File: src/assert_macros.svh
// ---------------------------------------------------------------------------
// Assertion macros
// Clocked concurrent checks shared by the RTL. They expect clk and arst_n in
// the scope of the module that uses them.
// ---------------------------------------------------------------------------
`ifndef ASSERT_MACROS_SVH
`define ASSERT_MACROS_SVH

// Property that must hold at every clock edge out of reset
`define ASSERT_ALWAYS(label, prop, msg) \
	label: assert property (@(posedge clk) disable iff (!arst_n) (prop)) else $error(msg);

// Consequent must hold in the same cycle as the antecedent
`define ASSERT_IMPLIES(label, ante, cons, msg) \
	label: assert property (@(posedge clk) disable iff (!arst_n) (ante) |-> (cons)) \
		else $error(msg);

// Consequent must hold in the cycle after the antecedent
`define ASSERT_NEXT(label, ante, cons, msg) \
	label: assert property (@(posedge clk) disable iff (!arst_n) (ante) |=> (cons)) \
		else $error(msg);

`endif

File: src/vwf_pkg.sv
// ---------------------------------------------------------------------------
// vwf_pkg
// Widths, constants, register indexes and unit request/response types of the
// velocity window feature extractor.
// ---------------------------------------------------------------------------
`default_nettype none

package vwf_pkg;

	// Window and stride
	localparam int WIN_LEN    = 64;
	localparam int WIN_AW     = $clog2(WIN_LEN);
	localparam int FILL_W     = $clog2(WIN_LEN + 1);
	localparam int STRIDE_LEN = 16;
	localparam int STRIDE_W   = $clog2(STRIDE_LEN + 1);

	// Samples
	localparam int VEL_W  = 16;
	localparam int SAMP_W = 14;
	localparam logic [SAMP_W-1:0] VEL_MAX = 14'd10240;
	localparam int SQR_W  = $clog2(int'(VEL_MAX) * int'(VEL_MAX) + 1);

	// Running sums and variance
	localparam int SUM_W  = SAMP_W + WIN_AW;
	localparam int SQ_W   = SQR_W + WIN_AW;
	localparam int NUM_W  = SQ_W + WIN_AW;
	localparam int VAR_W  = NUM_W - 2 * WIN_AW;
	localparam int ROOT_W = (VAR_W + 1) / 2;
	localparam int RAD_W  = 2 * ROOT_W;

	// Zero ratio in Q1.8
	localparam int RATIO_FRAC = 8;
	localparam int RATIO_W    = $clog2((1 << RATIO_FRAC) + 1);

	// Configuration
	localparam int CFG_IDX_W  = 3;
	localparam int CFG_DATA_W = 24;
	localparam int GAIN_W     = 24;
	localparam int OFS_W      = 16;
	localparam logic signed [GAIN_W-1:0] GAIN_RESET = 24'sd65536;

	localparam logic [CFG_IDX_W-1:0] CFG_MEAN_GAIN    = 3'd0;
	localparam logic [CFG_IDX_W-1:0] CFG_STD_GAIN     = 3'd1;
	localparam logic [CFG_IDX_W-1:0] CFG_LAST_GAIN    = 3'd2;
	localparam logic [CFG_IDX_W-1:0] CFG_RATIO_GAIN   = 3'd3;
	localparam logic [CFG_IDX_W-1:0] CFG_MEAN_OFFSET  = 3'd4;
	localparam logic [CFG_IDX_W-1:0] CFG_STD_OFFSET   = 3'd5;
	localparam logic [CFG_IDX_W-1:0] CFG_LAST_OFFSET  = 3'd6;
	localparam logic [CFG_IDX_W-1:0] CFG_RATIO_OFFSET = 3'd7;

	// Features
	localparam int FEAT_N     = 4;
	localparam int FEAT_IDX_W = 2;
	localparam int FEAT_W     = 8;
	localparam int FEAT_MIN   = -128;
	localparam int FEAT_MAX   = 127;
	localparam logic [FEAT_IDX_W-1:0] FEAT_MEAN  = 2'd0;
	localparam logic [FEAT_IDX_W-1:0] FEAT_STD   = 2'd1;
	localparam logic [FEAT_IDX_W-1:0] FEAT_LAST  = 2'd2;
	localparam logic [FEAT_IDX_W-1:0] FEAT_RATIO = 2'd3;

	// Serial multiplier: one digit of b per cycle
	localparam int DIGIT_W   = 4;
	localparam int MUL_A_W   = GAIN_W;
	localparam int MUL_STEPS = (SUM_W + DIGIT_W - 1) / DIGIT_W;
	localparam int MUL_B_W   = MUL_STEPS * DIGIT_W;
	localparam int MUL_P_W   = MUL_A_W + MUL_B_W;
	localparam int PROD_FRAC = 24;

	typedef struct packed {
		logic               start;
		logic [MUL_A_W-1:0] a;
		logic [MUL_B_W-1:0] b;
	} mul_req_t;

	typedef struct packed {
		logic               done;
		logic [MUL_P_W-1:0] prod;
	} mul_rsp_t;

	typedef struct packed {
		logic             start;
		logic [RAD_W-1:0] radicand;
	} sqrt_req_t;

	typedef struct packed {
		logic              done;
		logic [ROOT_W-1:0] root;
	} sqrt_rsp_t;

endpackage

`default_nettype wire

File: src/vwf_if.sv
// ---------------------------------------------------------------------------
// vwf stream interfaces
// Valid/ready channels for velocity samples in and feature items out.
// ---------------------------------------------------------------------------
`default_nettype none

interface vwf_vel_if;
	logic                                valid;
	logic                                ready;
	logic signed [vwf_pkg::VEL_W-1:0]    velocity_in;

	modport source (output valid, output velocity_in, input ready);
	modport sink (input valid, input velocity_in, output ready);
endinterface

interface vwf_feat_if;
	logic                                valid;
	logic                                ready;
	logic signed [vwf_pkg::FEAT_W-1:0]   mean_feature;
	logic signed [vwf_pkg::FEAT_W-1:0]   std_feature;
	logic signed [vwf_pkg::FEAT_W-1:0]   last_feature;
	logic signed [vwf_pkg::FEAT_W-1:0]   ratio_feature;

	modport source (output valid, output mean_feature, output std_feature,
		output last_feature, output ratio_feature, input ready);
	modport sink (input valid, input mean_feature, input std_feature,
		input last_feature, input ratio_feature, output ready);
endinterface

`default_nettype wire

File: src/vwf_serial_mul.sv
// ---------------------------------------------------------------------------
// vwf_serial_mul
// Unsigned digit-serial multiplier: b is shifted out one digit per cycle,
// most significant first, and accumulated against a.
// ---------------------------------------------------------------------------
`default_nettype none

module vwf_serial_mul (
	input  logic              clk,
	input  logic              arst_n,
	input  vwf_pkg::mul_req_t req,
	output vwf_pkg::mul_rsp_t rsp
);

	localparam int CNT_W = $clog2(vwf_pkg::MUL_STEPS + 1);

	logic [vwf_pkg::MUL_A_W-1:0]                  a_q;
	logic [vwf_pkg::MUL_B_W-1:0]                  b_q;
	logic [vwf_pkg::MUL_P_W-1:0]                  acc_q;
	logic [CNT_W-1:0]                             cnt_q;
	logic                                         done_q;
	logic [vwf_pkg::DIGIT_W-1:0]                  digit;
	logic [vwf_pkg::MUL_A_W+vwf_pkg::DIGIT_W-1:0] part;

	// Partial product of the current top digit
	assign digit = b_q[vwf_pkg::MUL_B_W-1 -: vwf_pkg::DIGIT_W];
	assign part  = a_q * digit;

	// Step counter and completion pulse
	always_ff @(posedge clk or negedge arst_n) begin
		if (!arst_n) begin
			cnt_q  <= '0;
			done_q <= 1'b0;
		end else begin
			done_q <= 1'b0;
			if (req.start) begin
				cnt_q <= CNT_W'(vwf_pkg::MUL_STEPS);
			end else if (cnt_q != '0) begin
				cnt_q  <= cnt_q - 1'b1;
				done_q <= (cnt_q == CNT_W'(1));
			end
		end
	end

	// Shift the multiplier and accumulate
	always_ff @(posedge clk) begin
		if (req.start) begin
			a_q   <= req.a;
			b_q   <= req.b;
			acc_q <= '0;
		end else if (cnt_q != '0) begin
			b_q   <= {b_q[vwf_pkg::MUL_B_W-vwf_pkg::DIGIT_W-1:0], {vwf_pkg::DIGIT_W{1'b0}}};
			acc_q <= {acc_q[vwf_pkg::MUL_P_W-vwf_pkg::DIGIT_W-1:0], {vwf_pkg::DIGIT_W{1'b0}}}
				+ vwf_pkg::MUL_P_W'(part);
		end
	end

	assign rsp.done = done_q;
	assign rsp.prod = acc_q;

endmodule

`default_nettype wire

File: src/vwf_isqrt.sv
// ---------------------------------------------------------------------------
// vwf_isqrt
// Restoring integer square root: two radicand bits enter per cycle and one
// root bit leaves, giving the floor of the root.
// ---------------------------------------------------------------------------
`default_nettype none

module vwf_isqrt (
	input  logic               clk,
	input  logic               arst_n,
	input  vwf_pkg::sqrt_req_t req,
	output vwf_pkg::sqrt_rsp_t rsp
);

	localparam int REM_W = vwf_pkg::ROOT_W + 3;
	localparam int CNT_W = $clog2(vwf_pkg::ROOT_W + 1);

	logic [vwf_pkg::RAD_W-1:0]  rad_q;
	logic [REM_W-1:0]           rem_q;
	logic [vwf_pkg::ROOT_W-1:0] root_q;
	logic [CNT_W-1:0]           cnt_q;
	logic                       done_q;
	logic [REM_W-1:0]           rem_sh;
	logic [REM_W-1:0]           trial;
	logic                       fits;

	// Bring down the next bit pair and try the next root bit
	assign rem_sh = {rem_q[REM_W-3:0], rad_q[vwf_pkg::RAD_W-1 -: 2]};
	assign trial  = REM_W'({root_q, 2'b01});
	assign fits   = (rem_sh >= trial);

	// Step counter and completion pulse
	always_ff @(posedge clk or negedge arst_n) begin
		if (!arst_n) begin
			cnt_q  <= '0;
			done_q <= 1'b0;
		end else begin
			done_q <= 1'b0;
			if (req.start) begin
				cnt_q <= CNT_W'(vwf_pkg::ROOT_W);
			end else if (cnt_q != '0) begin
				cnt_q  <= cnt_q - 1'b1;
				done_q <= (cnt_q == CNT_W'(1));
			end
		end
	end

	// Shift the radicand, update remainder and root
	always_ff @(posedge clk) begin
		if (req.start) begin
			rad_q  <= req.radicand;
			rem_q  <= '0;
			root_q <= '0;
		end else if (cnt_q != '0) begin
			rad_q  <= {rad_q[vwf_pkg::RAD_W-3:0], 2'b00};
			rem_q  <= fits ? (rem_sh - trial) : rem_sh;
			root_q <= {root_q[vwf_pkg::ROOT_W-2:0], fits};
		end
	end

	assign rsp.done = done_q;
	assign rsp.root = root_q;

endmodule

`default_nettype wire

File: src/velocity_window_feature_extractor_unit.sv
// ---------------------------------------------------------------------------
// velocity_window_feature_extractor_unit
// An item without a result runs two squares on the 4-bit digit-serial
// multiplier, of the new sample and of the one leaving the window; an item
// with a result also runs the sum square, the 14-step serial root and four
// gain products before its features are shown.
// Reset clears the window, counters and sums and loads gains of 1.0, offsets 0.
// ---------------------------------------------------------------------------
`default_nettype none
`include "assert_macros.svh"

module velocity_window_feature_extractor_unit (
	input  logic                             clk,
	input  logic                             arst_n,
	vwf_vel_if.sink                          samples,
	vwf_feat_if.source                       features,
	input  logic                             cfg_we,
	input  logic [vwf_pkg::CFG_IDX_W-1:0]    cfg_index,
	input  logic [vwf_pkg::CFG_DATA_W-1:0]   cfg_data
);

	localparam int ST_W = 4;
	localparam logic [ST_W-1:0] S_IDLE   = 4'd0;
	localparam logic [ST_W-1:0] S_SQN    = 4'd1;
	localparam logic [ST_W-1:0] S_SQO    = 4'd2;
	localparam logic [ST_W-1:0] S_UPD    = 4'd3;
	localparam logic [ST_W-1:0] S_SQS_GO = 4'd4;
	localparam logic [ST_W-1:0] S_SQS    = 4'd5;
	localparam logic [ST_W-1:0] S_VAR    = 4'd6;
	localparam logic [ST_W-1:0] S_ROOT   = 4'd7;
	localparam logic [ST_W-1:0] S_Q_GO   = 4'd8;
	localparam logic [ST_W-1:0] S_Q      = 4'd9;
	localparam logic [ST_W-1:0] S_OUT    = 4'd10;

	localparam int Q_INT_W = vwf_pkg::MUL_P_W - vwf_pkg::PROD_FRAC;
	localparam int R_W     = Q_INT_W + 3;
	localparam logic [vwf_pkg::PROD_FRAC-1:0] ROUND_HALF =
		{1'b1, {(vwf_pkg::PROD_FRAC-1){1'b0}}};

	// Round to nearest even, apply sign and offset, saturate to int8
	function automatic logic signed [vwf_pkg::FEAT_W-1:0] quantize(
		input logic [vwf_pkg::MUL_P_W-1:0]     prod,
		input logic                            neg,
		input logic signed [vwf_pkg::OFS_W-1:0] ofs
	);
		logic [Q_INT_W-1:0]             q;
		logic [vwf_pkg::PROD_FRAC-1:0]  rem;
		logic                           up;
		logic [Q_INT_W:0]               qr;
		logic signed [R_W-1:0]          mag;
		logic signed [R_W-1:0]          r;
		logic signed [vwf_pkg::FEAT_W-1:0] res;
		q   = prod[vwf_pkg::MUL_P_W-1:vwf_pkg::PROD_FRAC];
		rem = prod[vwf_pkg::PROD_FRAC-1:0];
		up  = (rem > ROUND_HALF) || ((rem == ROUND_HALF) && q[0]);
		qr  = {1'b0, q} + (Q_INT_W+1)'(up);
		mag = $signed({2'b00, qr});
		r   = neg ? -mag : mag;
		r   = r + R_W'(ofs);
		if (r < vwf_pkg::FEAT_MIN) begin
			res = vwf_pkg::FEAT_W'(vwf_pkg::FEAT_MIN);
		end else if (r > vwf_pkg::FEAT_MAX) begin
			res = vwf_pkg::FEAT_W'(vwf_pkg::FEAT_MAX);
		end else begin
			res = r[vwf_pkg::FEAT_W-1:0];
		end
		return res;
	endfunction

	logic [ST_W-1:0]                         state_q;
	logic [ST_W-1:0]                         state_d;
	logic signed [vwf_pkg::GAIN_W-1:0]       gain_q [vwf_pkg::FEAT_N];
	logic signed [vwf_pkg::OFS_W-1:0]        ofs_q [vwf_pkg::FEAT_N];
	logic [vwf_pkg::SAMP_W-1:0]              ring_mem [vwf_pkg::WIN_LEN];
	logic [vwf_pkg::SAMP_W-1:0]              ring_rd_q;
	logic [vwf_pkg::SAMP_W-1:0]              v_q;
	logic [vwf_pkg::SAMP_W-1:0]              v_clip;
	logic [vwf_pkg::SAMP_W-1:0]              old_eff;
	logic [vwf_pkg::WIN_AW-1:0]              wpos_q;
	logic [vwf_pkg::FILL_W-1:0]              fill_q;
	logic [vwf_pkg::FILL_W-1:0]              fill_next;
	logic [vwf_pkg::STRIDE_W-1:0]            stride_q;
	logic [vwf_pkg::STRIDE_W-1:0]            stride_next;
	logic [vwf_pkg::SUM_W-1:0]               sum_q;
	logic [vwf_pkg::SQ_W-1:0]                sq_q;
	logic [vwf_pkg::SQ_W-1:0]                newsq_q;
	logic [vwf_pkg::FILL_W-1:0]              zero_q;
	logic [vwf_pkg::ROOT_W-1:0]              std_q;
	logic [vwf_pkg::FEAT_IDX_W-1:0]          k_q;
	logic signed [vwf_pkg::FEAT_W-1:0]       res_q [vwf_pkg::FEAT_N];
	logic signed [vwf_pkg::FEAT_W-1:0]       out_q [vwf_pkg::FEAT_N];
	logic                                    out_valid_q;
	logic                                    accept;
	logic                                    full;
	logic                                    emit;
	logic                                    zero_inc;
	logic                                    zero_dec;
	logic                                    out_load;
	logic signed [vwf_pkg::GAIN_W-1:0]       gain_sel;
	logic [vwf_pkg::MUL_A_W-1:0]             gain_mag;
	logic [vwf_pkg::MUL_B_W-1:0]             feat_sel;
	logic [vwf_pkg::RATIO_W-1:0]             ratio;
	logic [vwf_pkg::NUM_W-1:0]               num;
	logic [vwf_pkg::NUM_W-1:0]               sumsq;
	logic [vwf_pkg::NUM_W-1:0]               diff;
	logic [vwf_pkg::VAR_W-1:0]               var_val;
	vwf_pkg::mul_req_t                       mul_req;
	vwf_pkg::mul_rsp_t                       mul_rsp;
	vwf_pkg::sqrt_req_t                      sqrt_req;
	vwf_pkg::sqrt_rsp_t                      sqrt_rsp;

	// Shared serial multiplier and square root unit
	vwf_serial_mul u_mul (
		.clk    (clk),
		.arst_n (arst_n),
		.req    (mul_req),
		.rsp    (mul_rsp)
	);

	vwf_isqrt u_sqrt (
		.clk    (clk),
		.arst_n (arst_n),
		.req    (sqrt_req),
		.rsp    (sqrt_rsp)
	);

	// Handshakes
	assign samples.ready = (state_q == S_IDLE);
	assign accept        = samples.valid && samples.ready;
	assign out_load      = (state_q == S_OUT) && (!out_valid_q || features.ready);

	// Clip the incoming sample to 0..40.0
	always_comb begin
		if (samples.velocity_in[vwf_pkg::VEL_W-1]) begin
			v_clip = '0;
		end else if (samples.velocity_in[vwf_pkg::VEL_W-2:0] >
				(vwf_pkg::VEL_W-1)'(vwf_pkg::VEL_MAX)) begin
			v_clip = vwf_pkg::VEL_MAX;
		end else begin
			v_clip = samples.velocity_in[vwf_pkg::SAMP_W-1:0];
		end
	end

	// Window bookkeeping
	assign full        = (fill_q == vwf_pkg::FILL_W'(vwf_pkg::WIN_LEN));
	assign old_eff     = full ? ring_rd_q : '0;
	assign fill_next   = full ? fill_q : fill_q + 1'b1;
	assign stride_next = (stride_q == vwf_pkg::STRIDE_W'(vwf_pkg::STRIDE_LEN)) ?
		stride_q : stride_q + 1'b1;
	assign emit        = (fill_next == vwf_pkg::FILL_W'(vwf_pkg::WIN_LEN)) &&
		(stride_next == vwf_pkg::STRIDE_W'(vwf_pkg::STRIDE_LEN));
	assign zero_inc    = (v_q == '0);
	assign zero_dec    = full && (old_eff == '0) && (zero_q != '0);

	// Variance from the sum square held in the multiplier
	assign num     = {sq_q, {vwf_pkg::WIN_AW{1'b0}}};
	assign sumsq   = mul_rsp.prod[vwf_pkg::NUM_W-1:0];
	assign diff    = num - sumsq;
	assign var_val = (num > sumsq) ? diff[vwf_pkg::NUM_W-1:2*vwf_pkg::WIN_AW] : '0;

	assign sqrt_req.start    = (state_q == S_VAR);
	assign sqrt_req.radicand = vwf_pkg::RAD_W'(var_val);

	// Zero ratio in Q1.8
	assign ratio = vwf_pkg::RATIO_W'({zero_q, {vwf_pkg::RATIO_FRAC{1'b0}}} >> vwf_pkg::WIN_AW);

	// Gain magnitude for the current feature
	assign gain_sel = gain_q[k_q];
	assign gain_mag = gain_sel[vwf_pkg::GAIN_W-1] ? vwf_pkg::MUL_A_W'(-gain_sel) :
		vwf_pkg::MUL_A_W'(gain_sel);

	// Select the feature to scale
	always_comb begin
		case (k_q)
			vwf_pkg::FEAT_MEAN:  feat_sel = vwf_pkg::MUL_B_W'(sum_q[vwf_pkg::SUM_W-1:vwf_pkg::WIN_AW]);
			vwf_pkg::FEAT_STD:   feat_sel = vwf_pkg::MUL_B_W'(std_q);
			vwf_pkg::FEAT_LAST:  feat_sel = vwf_pkg::MUL_B_W'(v_q);
			default:             feat_sel = vwf_pkg::MUL_B_W'(ratio);
		endcase
	end

	// Drive the multiplier operands
	always_comb begin
		mul_req.start = 1'b0;
		mul_req.a     = '0;
		mul_req.b     = '0;
		unique case (state_q)
			S_IDLE: begin
				mul_req.start = accept;
				mul_req.a     = vwf_pkg::MUL_A_W'(v_clip);
				mul_req.b     = vwf_pkg::MUL_B_W'(v_clip);
			end
			S_SQN: begin
				mul_req.start = mul_rsp.done;
				mul_req.a     = vwf_pkg::MUL_A_W'(old_eff);
				mul_req.b     = vwf_pkg::MUL_B_W'(old_eff);
			end
			S_SQS_GO: begin
				mul_req.start = 1'b1;
				mul_req.a     = vwf_pkg::MUL_A_W'(sum_q);
				mul_req.b     = vwf_pkg::MUL_B_W'(sum_q);
			end
			S_Q_GO: begin
				mul_req.start = 1'b1;
				mul_req.a     = gain_mag;
				mul_req.b     = feat_sel;
			end
			default: begin
				mul_req.start = 1'b0;
			end
		endcase
	end

	// Sequencer
	always_comb begin
		state_d = state_q;
		unique case (state_q)
			S_IDLE:   if (accept) state_d = S_SQN;
			S_SQN:    if (mul_rsp.done) state_d = S_SQO;
			S_SQO:    if (mul_rsp.done) state_d = S_UPD;
			S_UPD:    state_d = emit ? S_SQS_GO : S_IDLE;
			S_SQS_GO: state_d = S_SQS;
			S_SQS:    if (mul_rsp.done) state_d = S_VAR;
			S_VAR:    state_d = S_ROOT;
			S_ROOT:   if (sqrt_rsp.done) state_d = S_Q_GO;
			S_Q_GO:   state_d = S_Q;
			S_Q: begin
				if (mul_rsp.done) begin
					state_d = (k_q == vwf_pkg::FEAT_RATIO) ? S_OUT : S_Q_GO;
				end
			end
			S_OUT:    if (out_load) state_d = S_IDLE;
			default:  state_d = S_IDLE;
		endcase
	end

	// Control state, window counters and sums
	always_ff @(posedge clk or negedge arst_n) begin
		if (!arst_n) begin
			state_q     <= S_IDLE;
			wpos_q      <= '0;
			fill_q      <= '0;
			stride_q    <= '0;
			sum_q       <= '0;
			sq_q        <= '0;
			zero_q      <= '0;
			k_q         <= vwf_pkg::FEAT_MEAN;
			out_valid_q <= 1'b0;
		end else begin
			state_q <= state_d;
			if (state_q == S_UPD) begin
				sum_q    <= sum_q - vwf_pkg::SUM_W'(old_eff) + vwf_pkg::SUM_W'(v_q);
				sq_q     <= sq_q - mul_rsp.prod[vwf_pkg::SQ_W-1:0] + newsq_q;
				zero_q   <= zero_q + vwf_pkg::FILL_W'(zero_inc) - vwf_pkg::FILL_W'(zero_dec);
				fill_q   <= fill_next;
				stride_q <= emit ? '0 : stride_next;
				wpos_q   <= (wpos_q == vwf_pkg::WIN_AW'(vwf_pkg::WIN_LEN - 1)) ?
					'0 : wpos_q + 1'b1;
				k_q      <= vwf_pkg::FEAT_MEAN;
			end
			if ((state_q == S_Q) && mul_rsp.done) begin
				k_q <= k_q + 1'b1;
			end
			if (out_load) begin
				out_valid_q <= 1'b1;
			end else if (features.ready) begin
				out_valid_q <= 1'b0;
			end
		end
	end

	// Configuration registers
	always_ff @(posedge clk or negedge arst_n) begin
		if (!arst_n) begin
			for (int i = 0; i < vwf_pkg::FEAT_N; i++) begin
				gain_q[i] <= vwf_pkg::GAIN_RESET;
				ofs_q[i]  <= '0;
			end
		end else if (cfg_we) begin
			unique case (cfg_index) inside
				vwf_pkg::CFG_MEAN_GAIN, vwf_pkg::CFG_STD_GAIN,
				vwf_pkg::CFG_LAST_GAIN, vwf_pkg::CFG_RATIO_GAIN: begin
					gain_q[cfg_index[vwf_pkg::FEAT_IDX_W-1:0]] <= cfg_data;
				end
				vwf_pkg::CFG_MEAN_OFFSET, vwf_pkg::CFG_STD_OFFSET,
				vwf_pkg::CFG_LAST_OFFSET, vwf_pkg::CFG_RATIO_OFFSET: begin
					ofs_q[cfg_index[vwf_pkg::FEAT_IDX_W-1:0]] <= cfg_data[vwf_pkg::OFS_W-1:0];
				end
			endcase
		end
	end

	// Sample ring: read the oldest entry on accept, overwrite it on update
	always_ff @(posedge clk) begin
		if (state_q == S_UPD) begin
			ring_mem[wpos_q] <= v_q;
		end
		if (accept) begin
			ring_rd_q <= ring_mem[wpos_q];
		end
	end

	// Payload registers
	always_ff @(posedge clk) begin
		if (accept) begin
			v_q <= v_clip;
		end
		if ((state_q == S_SQN) && mul_rsp.done) begin
			newsq_q <= mul_rsp.prod[vwf_pkg::SQ_W-1:0];
		end
		if ((state_q == S_ROOT) && sqrt_rsp.done) begin
			std_q <= sqrt_rsp.root;
		end
		if ((state_q == S_Q) && mul_rsp.done) begin
			res_q[k_q] <= quantize(mul_rsp.prod, gain_sel[vwf_pkg::GAIN_W-1], ofs_q[k_q]);
		end
		if (out_load) begin
			out_q <= res_q;
		end
	end

	assign features.valid         = out_valid_q;
	assign features.mean_feature  = out_q[vwf_pkg::FEAT_MEAN];
	assign features.std_feature   = out_q[vwf_pkg::FEAT_STD];
	assign features.last_feature  = out_q[vwf_pkg::FEAT_LAST];
	assign features.ratio_feature = out_q[vwf_pkg::FEAT_RATIO];

	// Checks
	`ASSERT_NEXT(a_accept_starts, samples.valid && samples.ready, state_q == S_SQN, "accepted item did not start squaring")
	`ASSERT_IMPLIES(a_mul_done_waited, mul_rsp.done, (state_q == S_SQN) || (state_q == S_SQO) || (state_q == S_SQS) || (state_q == S_Q), "multiplier finished with nobody waiting")
	`ASSERT_IMPLIES(a_sqrt_done_waited, sqrt_rsp.done, state_q == S_ROOT, "square root finished outside the root wait")
	`ASSERT_ALWAYS(a_zero_tally, zero_q <= fill_q, "zero tally exceeds window fill")
	`ASSERT_IMPLIES(a_out_from_seq, $rose(out_valid_q), $past(state_q) == S_OUT, "result raised outside the output step")

endmodule

`default_nettype wire

File: src/flat_wrapper.sv
// flat-port wrapper written by rule: the top's interface ports become plain ports
module velocity_window_feature_extractor_unit_flat 
  (clk, arst_n, cfg_we, cfg_index, cfg_data, samples_valid, samples_velocity_in, samples_ready, features_valid, features_mean_feature, features_std_feature, features_last_feature, features_ratio_feature, features_ready);
  vwf_vel_if samples_i ();
  vwf_feat_if features_i ();
  input  logic clk;
  input  logic arst_n;
  input  logic cfg_we;
  input  logic [vwf_pkg::CFG_IDX_W-1:0] cfg_index;
  input  logic [vwf_pkg::CFG_DATA_W-1:0] cfg_data;
  input wire logic [$bits(samples_i.valid)-1:0] samples_valid;
  input wire logic [$bits(samples_i.velocity_in)-1:0] samples_velocity_in;
  output wire logic [$bits(samples_i.ready)-1:0] samples_ready;
  output wire logic [$bits(features_i.valid)-1:0] features_valid;
  output wire logic [$bits(features_i.mean_feature)-1:0] features_mean_feature;
  output wire logic [$bits(features_i.std_feature)-1:0] features_std_feature;
  output wire logic [$bits(features_i.last_feature)-1:0] features_last_feature;
  output wire logic [$bits(features_i.ratio_feature)-1:0] features_ratio_feature;
  input wire logic [$bits(features_i.ready)-1:0] features_ready;
  assign samples_i.valid = samples_valid;
  assign samples_i.velocity_in = samples_velocity_in;
  assign samples_ready = samples_i.ready;
  assign features_valid = features_i.valid;
  assign features_mean_feature = features_i.mean_feature;
  assign features_std_feature = features_i.std_feature;
  assign features_last_feature = features_i.last_feature;
  assign features_ratio_feature = features_i.ratio_feature;
  assign features_i.ready = features_ready;
  velocity_window_feature_extractor_unit u_core (.clk(clk), .arst_n(arst_n), .samples(samples_i), .features(features_i), .cfg_we(cfg_we), .cfg_index(cfg_index), .cfg_data(cfg_data));
endmodule
File: config.mk
export PLATFORM = sky130hd
export DESIGN_NAME = velocity_window_feature_extractor_unit_flat
export DESIGN_NICKNAME = d
export VERILOG_FILES = /design/src/vwf_pkg.sv /design/src/vwf_if.sv /design/src/vwf_serial_mul.sv /design/src/vwf_isqrt.sv /design/src/velocity_window_feature_extractor_unit.sv /design/src/flat_wrapper.sv
export VERILOG_INCLUDE_DIRS = /design/src /design/src/src
export SDC_FILE = /design/constraint.sdc
export NUM_CORES = 2
export LEC_CHECK = 0
export BUFFER_PORTS_ARGS = -buffer_cell sky130_fd_sc_hd__buf_2
export CELL_PAD_IN_SITES_DETAIL_PLACEMENT = 1
export CELL_PAD_IN_SITES_GLOBAL_PLACEMENT = 1
export CORE_ASPECT_RATIO = 0.7
export CORE_UTILIZATION = 40
export CTS_BUF_LIST = sky130_fd_sc_hd__clkbuf_8 sky130_fd_sc_hd__clkbuf_16
export DETAILED_ROUTE_END_ITERATION = 6
export PLACE_DENSITY_LB_ADDON = 0.1
export SYNTH_ARGS = -nofsm -noshare
export SYNTH_HDL_FRONTEND = slang
export SYNTH_HIERARCHICAL = 1
export SYNTH_SLANG_ARGS = --single-unit
File: constraint.sdc
create_clock -name clk -period 5.7 [get_ports clk]
set_clock_uncertainty 0.15 [all_clocks]
set_input_delay 0.285 -clock clk [delete_from_list [all_inputs] [get_ports clk]]
set_output_delay 0.285 -clock clk [all_outputs]
set_load 0.02 [all_outputs]
# Word level (Yosys, flattened, before mapping)
# Memories as Yosys holds them, arrays and structs flattened. A register that Yosys moved wholly into a read port is not among the register bits.
# Cells that the tools add are included.
# classes
n_addsub	19
order_cmp	10
muxes	60
div_mod_pow	0
n_mul	1
reduce_logical	32
n_bitwise	2
eq_ne	35
n_shift	0
# op_table
cell	count
$pmux 44 s4	1
$bwmux 96	1
$mux 24	4
$mux 27	3
$bwmux 64	1
$bmux 24 s2	1
$demux 24 s2	1
$mux 16	3
$add 44x28->44	1
$pmux 4 s11	1
$mux 14	3
$pmux 14 s3	1
$mux 20	2
$gt 39x39->1	1
$sub 39x39->39	1
$mux 4	9
$add 33x33->33	1
$sub 33x33->33	1
$bmux 16 s2	1
$bwmux 32	1
$demux 16 s2	1
$mux 8	4
$logic_not 14->1	2
$mul 24x4->28	1
62 further kinds	113
# word_totals
ram_bits	896
latchBits	0
ff_bits	524
n_memories	1
inputBits	48
romBits	0
# mem_list
name	depth	word_bits	read_ports	rd_clocked_by_memory_dff	write_ports	line_no	rtl
u_core.ring_mem	64	14	1	1	1	velocity_window_feature_extractor_unit.sv:74	logic [vwf_pkg::SAMP_W-1:0] ring_mem [vwf_pkg::WIN_LEN];

# Longest topological paths before layout
# logic_depth
word_depth	12
depth_mapped	26

# Hierarchy
# Netlist, hierarchy kept.
# modules_own_cells
mod	seq_area_each_um2	area_per_inst_um2	n_inst	cells_per_inst
velocity_window_feature_extractor_unit	37215.7	56795.7	1	4068
vwf_serial_mul	2302.2	7458.4	1	782
vwf_isqrt	1546.5	3538.4	1	354

# Least setup slack after synthesis
# OpenSTA, ideal clock, no wires.
# synth_timing
path_kind	flip-flop to flip-flop
from	register u_core/u_mul/acc_q[3] (netlist name)
to	register u_core/res_q[0] (netlist name) (data pin)
arrival_time_ps	5584
slack_ps	-339
setup_time_ps	305
stages_incl_launch_ff	25
synth_period_minus_slack_ps	6039
path_cell_list	dfxtp_1 -> nor4_1 -> and2_1 -> a31oi_1 -> ha_1 -> ha_1 -> buf_2 -> or3_1 -> a2111oi_2 -> nor2_1 -> or2_2 -> o21bai_1 -> a21oi_1 -> nor2_1 -> ha_1 -> clkbuf_1 -> nand2_1 -> nor2_1 -> o211ai_1 -> a21boi_0 -> o2111ai_1 -> a21boi_0 -> o211ai_1 -> o41ai_1 -> a21oi_1
# synth_via
elab_chain_len	12
elab_cells_between_ends	14
# synth_lines
element	line_no	rtl
from (decl)	vwf_serial_mul.sv:19	logic [vwf_pkg::MUL_P_W-1:0] acc_q;
from (signal assigned)	vwf_serial_mul.sv:53	acc_q <= {acc_q[vwf_pkg::MUL_P_W-vwf_pkg::DIGIT_W-1:0], {vwf_pkg::DIGIT_W{1'b0}}}
parallel branches: the longest is 2 deep, another holds $gt 24x24->1	-	
$logic_or 1x1->1 (*)	velocity_window_feature_extractor_unit.sv:55	up = (rem > ROUND_HALF) || ((rem == ROUND_HALF) && q[0]);
$add 20x1->21 (*)	velocity_window_feature_extractor_unit.sv:56	qr = {1'b0, q} + (Q_INT_W+1)'(up);
$neg 21->23	velocity_window_feature_extractor_unit.sv:58	r = neg ? -mag : mag;
$mux 23 (*)	velocity_window_feature_extractor_unit.sv:58	
$add 23x16->23 (*)	velocity_window_feature_extractor_unit.sv:59	r = r + R_W'(ofs);
$gt 23x8->1	velocity_window_feature_extractor_unit.sv:62	end else if (r > vwf_pkg::FEAT_MAX) begin
$mux 8	velocity_window_feature_extractor_unit.sv:62	
$mux 8 (*)	velocity_window_feature_extractor_unit.sv:60	if (r < vwf_pkg::FEAT_MIN) begin
$mux 8 (*)	velocity_window_feature_extractor_unit.sv:314	if ((state_q == S_Q) && mul_rsp.done) begin
$bwmux 32 (*)	velocity_window_feature_extractor_unit.sv:315	res_q[k_q] <= quantize(mul_rsp.prod, gain_sel[vwf_pkg::GAIN_W-1], ofs_q[k_q]);
to (signal, indexed assignment)	velocity_window_feature_extractor_unit.sv:315	
to (decl)	velocity_window_feature_extractor_unit.sv:90	logic signed [vwf_pkg::FEAT_W-1:0] res_q [vwf_pkg::FEAT_N];
# Every way passes the cells marked *. The select of a mux whose other input is x is not followed.
# A chain may end at the register's enable or synchronous reset.

# Final worst setup path
# layout_timing
from	register u_core/u_mul/acc_q[0] (netlist name)
to	register u_core/res_q[26] (netlist name) (data pin)
# Same word-level chain as after synthesis.

==> out/results.tsv <==
metric	value	unit
outcome	finished with violations	
violations	negative setup slack	
worst-r2r-cell-count	27	
r2r-start	u_core/u_mul/acc_q[0]$_SDFFE_PP0N_	
core-area	0.167	mm²
die_w	494	µm
wl_per_cell	27.5	µm
synthTopCellsByArea	edfxtp_1 (49%), dfrtp_1 (9.2%), ha_1 (3.5%), mux2_2 (3.4%), fa_1 (3.4%)	
grt_pass1_wl	319	mm
setup_violations	28	
start_util	40.6	%
synth_seq_cells	1434	
drc	0	
synth_nets	5558	
required	6.07	ns
vias_per_cell	5.71	
leakagePower	29.2	nW
max_slew_margin	20.5	%
crit_path_max_incr_delay	0.45	ns
p_total	0.0433	W
gp_congestion	0.856	
insertion_delay	0.81	ns
numPortBuffers	81	
maxCapViolations	0	
synth_top_area_cell	edfxtp_1	
p_per_area	550	mW/mm²
io_pins	82	
synth-edff-count	1107	
slew_viol_final	0	
fmax	171	MHz
die_area	0.171	mm²
grt.overflow.total	0	
layout-drive-gt1-share	18.4	%
path_max_fanout	7	
r2r-end	u_core/res_q[26]$_DFFE_PP_	
synth_top_area_share	49.0	%
grt_antenna_before_repair	21	
final_nets	5917	
p_clk_share	22.7	%
switching_share	40.7	%
grt_max_degree	142	
cp-endpoint	u_core/res_q[26]$_DFFE_PP_	
numClockSinks	1434	
combinationalPowerShare	46.0	%
rrSetupSlack	-0.16	ns
critical-path-top-delay-family	compound AO/OA/AOI/OAI gates	
drt-total-wl	218	mm
switchingPower	0.0176	W
max-vdd-ir-drop	0.377	mV
dp_hpwl	144	mm
hold_path.class	primary input to async pin	
critPathBufInv	5	
synth_cell_types	114	
die_h	346	µm
synth-warning-count	6	
cp.depth	27	
netlist_area	0.0678	mm²
power_frac_seq	31.3	%
arrival	6.23	ns
postSynthCellCount	5204	
synth.avg_cell_area	13.0	µm²
htreeDepth	4	
cts.path.max_buffers	3	
fin_util	47.2	%
cellInternalPower	0.0257	W
stdcell_count	7914	
hold_viol	0	
syn2layout_area_growth	16.2	%
grt.total_usage	25.3	%
ant_nets	0	
worstSetupPathType	flop to flop	
drtPass1Iterations	7	
cp-startpoint	u_core/u_mul/acc_q[0]$_SDFFE_PP0N_	
worst_slack	-0.164	ns
numCtsBuffers	148	
clk_pin_slew	0.06	ns
rsz0062_at_grt	yes	
async_reset_ff_share	17.7	%
period_share	103	%
dp_cells	7557	
crit_path_end_kind	flop	
ys_seq_area_share	60.6	%
crit_top_cell	buf_4	
start_kind	flop	
drt_iter0_drc	4427	
slowest_stage	or3_4	
clockRootBuffer	clkbuf_16	
layout_min_cycle_time	5.86	ns
dr_total_vias	45200	
row_count	125	
cts_tree	done	
worst_pin_slew	1.19	ns
yosys_most_used_dff	edfxtp_1	
grt_pass1_vias	45900	
==> power groups by stage <==
stage / logic (W) / registers (W) / clock network (W)
2_1_floorplan: 0.0120 / 0.0136 / 0
3_3_place_gp: 0.0186 / 0.0137 / 0
3_5_place_dp: 0.0188 / 0.0138 / 0
4_1_cts: 0.0194 / 0.0135 / 0.0100
5_1_grt: 0.0218 / 0.0137 / 0.0104
6_report: 0.0199 / 0.0136 / 0.00982
==> kinds of logic (layout without fill, tap and decap cells) <==
group / count (synthesis) / count (layout) / synth area share [%]
other cells: 1 / 9 / 0.00553
fa+ha+maj: 306 / 306 / 6.92
compound gates: 1283 / 1283 / 13.4
simple gates: 1041 / 1041 / 7.79
xor+xnor: 199 / 199 / 2.58
buf+inv: 686 / 1166 / 3.91
flops: 1434 / 1434 / 60.6
mux: 254 / 254 / 4.87
==> registers in the layout (all words and copies together) (netlist names), 24 cells and up <==
| signal | count |
|---|---|
| u_core/gain_q | 96 |
| u_core/newsq_q | 33 |
| u_core/ofs_q | 64 |
| u_core/res_q | 32 |
| u_core/ring_mem | 896 |
| u_core/sq_q | 33 |
| u_core/u_mul/a_q | 24 |
| u_core/u_mul/acc_q | 44 |
| u_core/u_sqrt/rad_q | 28 |
==> worst min path at each step <==
stage                      start                           endpoint  slack (ns)
after detailed placement  arst_n         u_core/sq_q[8]$_DFFE_PN0P_        0.15
after floorplan           arst_n  u_core/features.valid$_DFFE_PN0P_       -0.16
after global routing      cfg_we       u_core/ofs_q[23]$_DFFE_PN0P_        0.05
after global placement    arst_n     u_core/stride_q[0]$_DFFE_PN0P_        0.17
after CTS                 cfg_we       u_core/ofs_q[17]$_DFFE_PN0P_       0.005
final                     arst_n         u_core/sq_q[6]$_DFFE_PN0P_        0.06
==> Yosys cell counts (83+ instances only) <==
master	number
edfxtp_1	1107
inv_1	435
a22oi_1	287
nand2_1	266
dfrtp_1	250
nor2_1	242
a21oi_1	224
mux2_2	206
clkbuf_1	196
ha_1	191
o21ai_0	176
and2_1	133
xnor2_1	128
fa_1	115
a31oi_1	106
a221oi_1	85
a22o_1	83
==> cell type report <==
class / instances / area [µm²]
repair buffers: 460 / 3590
flip-flops and latches: 1434 / 41100
clock buffers: 161 / 3920
diodes: 8 / 20.0
inverters: 435 / 1640
fillers: 17000 / 88300
clock inverters: 110 / 966
well taps: 2222 / 2780
multi-input cells: 3084 / 24800
==> repair_timing <==
action | in CTS | in global routing
gates resized for setup | 59 | 65
setup endpoints to repair | 32 | 32
endpoints found under the hold margin | 297 | 0
pin swaps | 32 | 51
setup buffers | 8 | 13
hold buffers | 57 | 0
==> cells in the final DEF (no fill, tap or decap), types with 102 or more instances in the layout <==
| cell type | Yosys | layout |
|---|---|---|
| fa_1 | 115 | 115 |
| edfxtp_1 | 1107 | 1107 |
| a21oi_1 | 224 | 210 |
| ha_1 | 191 | 184 |
| a22oi_1 | 287 | 287 |
| o21ai_0 | 176 | 167 |
| dfrtp_1 | 250 | 248 |
| inv_1 | 435 | 470 |
| nor2_1 | 242 | 230 |
| nand2_1 | 266 | 263 |
| xnor2_1 | 128 | 122 |
| buf_4 | 4 | 306 |
| a31oi_1 | 106 | 102 |
| and2_1 | 133 | 130 |
| clkbuf_16 | 0 | 151 |
| mux2_2 | 206 | 206 |
==> per-layer routing <==
layer  wire length [µm]  vias to the layer above  global-route usage [%]
li1                   -                    20300                       -
met1             111000                    23400                    40.6
met2              85900                     1300                    33.5
met3              17700                      221                    6.61
met4               3250                        4                    4.90
met5                 23                        -                       0
==> worst min-delay path: stages <==
cell and delay, ns:
dlygate4sd3_1 0.56, buf_8 0.21, buf_16 0.32
==> through the flow <==
| step | area [µm²] | TNS [ns] | setup WS (ns) | hold WS [ns] |
|---|---|---|---|---|
| final | 78800 | -4.03 | -0.164 | 0.0571 |
| after global routing | 78800 | -10.43 | -0.378 | 0.0469 |
| after CTS | 78300 | -7.23 | -0.274 | 0.00489 |
| after detailed placement | 72500 | -27.70 | -0.939 | 0.152 |
| after global placement | 72500 | -23.90 | -0.820 | 0.168 |
| after floorplan | 67800 | 0 | 0.0558 | -0.161 |
(Power assumes the default switching activity.)
